File: config.mk
export PLATFORM = sky130hd
export DESIGN_NAME = lrsr_ram
export DESIGN_NICKNAME = d
export VERILOG_FILES = /design/src/hw/rtl/lrsr_ram.sv
export SDC_FILE = /design/constraint.sdc
export NUM_CORES = 2
export LEC_CHECK = 0
export ABC_AREA = 1
export BUFFER_PORTS_ARGS = -buffer_cell sky130_fd_sc_hd__buf_4
export CAP_MARGIN = 20
export CORE_UTILIZATION = 60
export CTS_CLUSTER_DIAMETER = 80
export DETAILED_ROUTE_END_ITERATION = 8
export PLACE_DENSITY_LB_ADDON = 0.2
export SYNTH_ARGS = -nofsm -noshare
export SYNTH_HDL_FRONTEND = slang
export SYNTH_SLANG_ARGS = --single-unit
File: constraint.sdc
create_clock -name clk -period 4.9 [get_ports clk]
set_clock_uncertainty 0.05 [all_clocks]
set_input_delay 0.49 -clock clk [delete_from_list [all_inputs] [get_ports clk]]
set_output_delay 0.49 -clock clk [all_outputs]
set_load 0.01 [all_outputs]
File: src/hw/rtl/lrsr_ram.sv
// generic simple dual port ram, one write and one registered read port
// no dependencies
module lrsr_ram #(
  parameter int WIDTH = 8,
  parameter int DEPTH = 256
) (
  input  logic                     clk,
  input  logic                     we,
  input  logic [$clog2(DEPTH)-1:0] waddr,
  input  logic [WIDTH-1:0]         wdata,
  input  logic [$clog2(DEPTH)-1:0] raddr,
  output logic [WIDTH-1:0]         rdata
);

  logic [WIDTH-1:0] mem [DEPTH];

  always_ff @(posedge clk) begin
    if (we) begin
      mem[waddr] <= wdata;
    end
    rdata <= mem[raddr];
  end

endmodule

==> flow_metrics.env <==
export IMPL_drcViolationCount=0
export IMPL_yosys_area_share_simple=0.2295
export IMPL_drv_cap=0
export IMPL_viasPerCell=6.260
export IMPL_min_period_ns=3.012
export IMPL_initialDrtViolationCount=8101
export IMPL_die_y_um=374.8
export IMPL_synthAdderAreaFrac=0
export IMPL_internal_power_uw=28350
export IMPL_setup_viol_count_final=0
export IMPL_worstSetupPathType="input pin to register"
export IMPL_die_w_um=374.8
export IMPL_core_mm2=0.1377
export IMPL_crit_slowest_cell="buf_12"
export IMPL_cts_htree_levels=4
export IMPL_grt_total_usage=0.3135
export IMPL_peakVddDrop_uv=339.2
export IMPL_crit_arrival_ns=3.68
export IMPL_grt_max_degree=197
export IMPL_p_sw_frac=0.2255
export IMPL_clockBufferDepth=3
export IMPL_hold_viol_final=0
export IMPL_clk_latency_ns=0.85
export IMPL_rows=136
export IMPL_grt_first_pass_wirelength_um=327700
export IMPL_place_gp_congestion=0.8760
export IMPL_pwr_share_clk=0.410
export IMPL_overflow=0
export IMPL_wl_per_cell_um=25.09
export IMPL_ant_nets=0
export IMPL_synth_top_family_by_area="simple AND/OR/NAND/NOR gates"
export IMPL_hpwl_um=121800
export IMPL_io_pins=34
export IMPL_antenna_found_initial=13
export IMPL_die_area_mm2=0.1405
export IMPL_synthesis_nets=7029
export IMPL_io_buffers=33
export IMPL_start_util=0.6058
export IMPL_clock_fmax_mhz=332.0
export IMPL_pwr_share_comb=0.059
export IMPL_powerDensity_mw_per_mm2=402.3
export IMPL_cts_sinks=2056
export IMPL_final_max_slew_viol_count=0
export IMPL_status="finished, final reports clean"
export IMPL_cts_tree="done"
export IMPL_worst_ep_required_time_ns=5.57
export IMPL_cts_setup_buffers=0
export IMPL_syn_avg_cell_area_um2=11.91
export IMPL_hp_class="input pin to register"
export IMPL_startpoint_type="input pin"
export IMPL_ys_ff_latch=2056
export IMPL_seq_area_frac_synth=0.7394
export IMPL_syn_area_mm2=0.08340
export IMPL_worstMarginPinSlew_ns=1.454
export IMPL_synth_cell_types=14
export IMPL_dr_total_vias=55170
export IMPL_worst_hold_slack_ns=0.1131
export IMPL_cts_buffers=199
export IMPL_max_stage_delay_ns=0.55
export IMPL_cpMostUsedCell="nand3_1"
export IMPL_power_uw=36600
export IMPL_p_seq_frac=0.531
export IMPL_grt_pass1_vias=51050
export IMPL_drive_gt1_frac=0.05800
export IMPL_syn_to_final_growth_pct=9.102
export IMPL_clk_pin_slew_worst_paths_ns=0.06
export IMPL_clockRootBuffer="clkbuf_16"
export IMPL_finalNetCount=6874
export IMPL_switchingPower_uw=8255
export IMPL_drtPass1Iterations=8
export IMPL_slew_headroom=0.03094
export IMPL_drt_total_wl_um=221200
export IMPL_end_kind="register"
export IMPL_post_place_ws_ns=1.340
export IMPL_yosys_warnings=0
export IMPL_synth_compound_area_frac=0
export IMPL_final_util=0.6609
export IMPL_synth_area_mux_share=0
export IMPL_synth_xor_area_frac=0
export IMPL_fin_ws_ns=1.888
export IMPL_crit_fanout=196
export IMPL_p_leak_uw=0.03144
export IMPL_tns_ns=0
export IMPL_rsz0062_at_grt="false"
export IMPL_path_cells="buf_8 > inv_16 > buf_12 > nand2_1 > nand3_1 > nand3_1 > nand3_1 > nand3_1 > nand3_1 > nand3_1 > nand2_1 > nand2_1 > nand2_1"
export IMPL_syn_inst=7003
export IMPL_period_share=0.6147
## registers in the layout (all words and copies together), names as in the netlist
signal and count:
mem 2048, rdata 8
## per-stage QoR
| stage | instance area, µm² | instances |
|---|---|---|
| 2_1_floorplan | 83400 | 7003 |
| 3_3_place_gp | 84600 | 8440 |
| 3_5_place_dp | 84600 | 8440 |
| 4_1_cts | 90980 | 8811 |
| 5_1_grt | 90980 | 8811 |
| 6_report | 90990 | 8813 |
## logic make-up (layout without fill, tap and decap cells)
logic type             Yosys count  in the layout
buffers and inverters          522            536
and+or+nand+nor               4425           4425
DFF                           2056           2056
other                            0              2
## layer usage
metal,vias up,GRT usage,wire [µm],share of wire
met2,3296,0.4774,101800,0.46
met5,-,0,72,0.00033
met3,457,0.06108,25910,0.12
li1,24540,-,-,-
met4,12,0.1114,7560,0.034
met1,26870,0.4549,85860,0.39
## path summary, 6_finish.rpt
check | from | end | slack (ns) | depth (start not counted)
min reg2reg | mem[106][2]$_DFFE_PP_ | rdata[2]$_DFF_P_ | 0.98 | 10
min | wdata[5] | mem[51][5]$_DFFE_PP_ | 0.11 | 1
max reg2reg | mem[91][6]$_DFFE_PP_ | rdata[6]$_DFF_P_ | 2.83 | 10
max | raddr[0] | rdata[6]$_DFF_P_ | 1.89 | 13
## layout by cell type (no fill, tap or decap), types with 6 or more instances in the layout
cell,Yosys,routed
clkinv_8,0,8
clkinv_1,0,48
clkbuf_16,0,202
clkinv_2,0,37
nor2_1,283,283
inv_1,36,34
buf_4,46,87
buf_8,1,11
edfxtp_1,2048,2048
nand3_1,2019,2019
clkbuf_8,0,6
buf_12,0,28
nand2_1,2123,2123
dfxtp_1,8,8
bufinv_16,0,15
clkbuf_1,112,46
## worst max-delay path, delay by kind of cell
| family | cells | cell delay (ns) |
|---|---|---|
| buf+inv | 3 | 1.09 |
| simple gates | 10 | 1.52 |
## Yosys cell counts, drive strengths merged
cell type | number | area share
inv | 39 | 0.0018
buf | 371 | 0.024
nand2 | 2123 | 0.096
edfxtp | 2048 | 0.74
nor2 | 283 | 0.013
clkbuf | 112 | 0.0050
nand3 | 2019 | 0.12
dfxtp | 8 | 0.0019
## power by group through the flow
stage          sequential [µW]  combinational [µW]  clock (µW)
2_1_floorplan            19800                1200           0
3_3_place_gp             19800                2090           0
3_5_place_dp             19800                2120           0
4_1_cts                  19400                2130       15100
5_1_grt                  19400                2310       15700
6_report                 19400                2170       15000
## cell type report
type                       count  area [µm²]
fill                        9905       46670
timing repair buffer         127        1389
multi-input combinational   4425       19140
tap                         1794        2245
sequential                  2056       61660
clock buffer                 254        5310
inverter                      39       185.2
antenna                        2       5.005
clock inverter               116        1059
## what timing repair did
item,CTS,global route
hold endpoints to repair,8,0
resized for setup,0,0
hold buffers,1,0
Note: power is estimated with default switching activity, not from simulation.
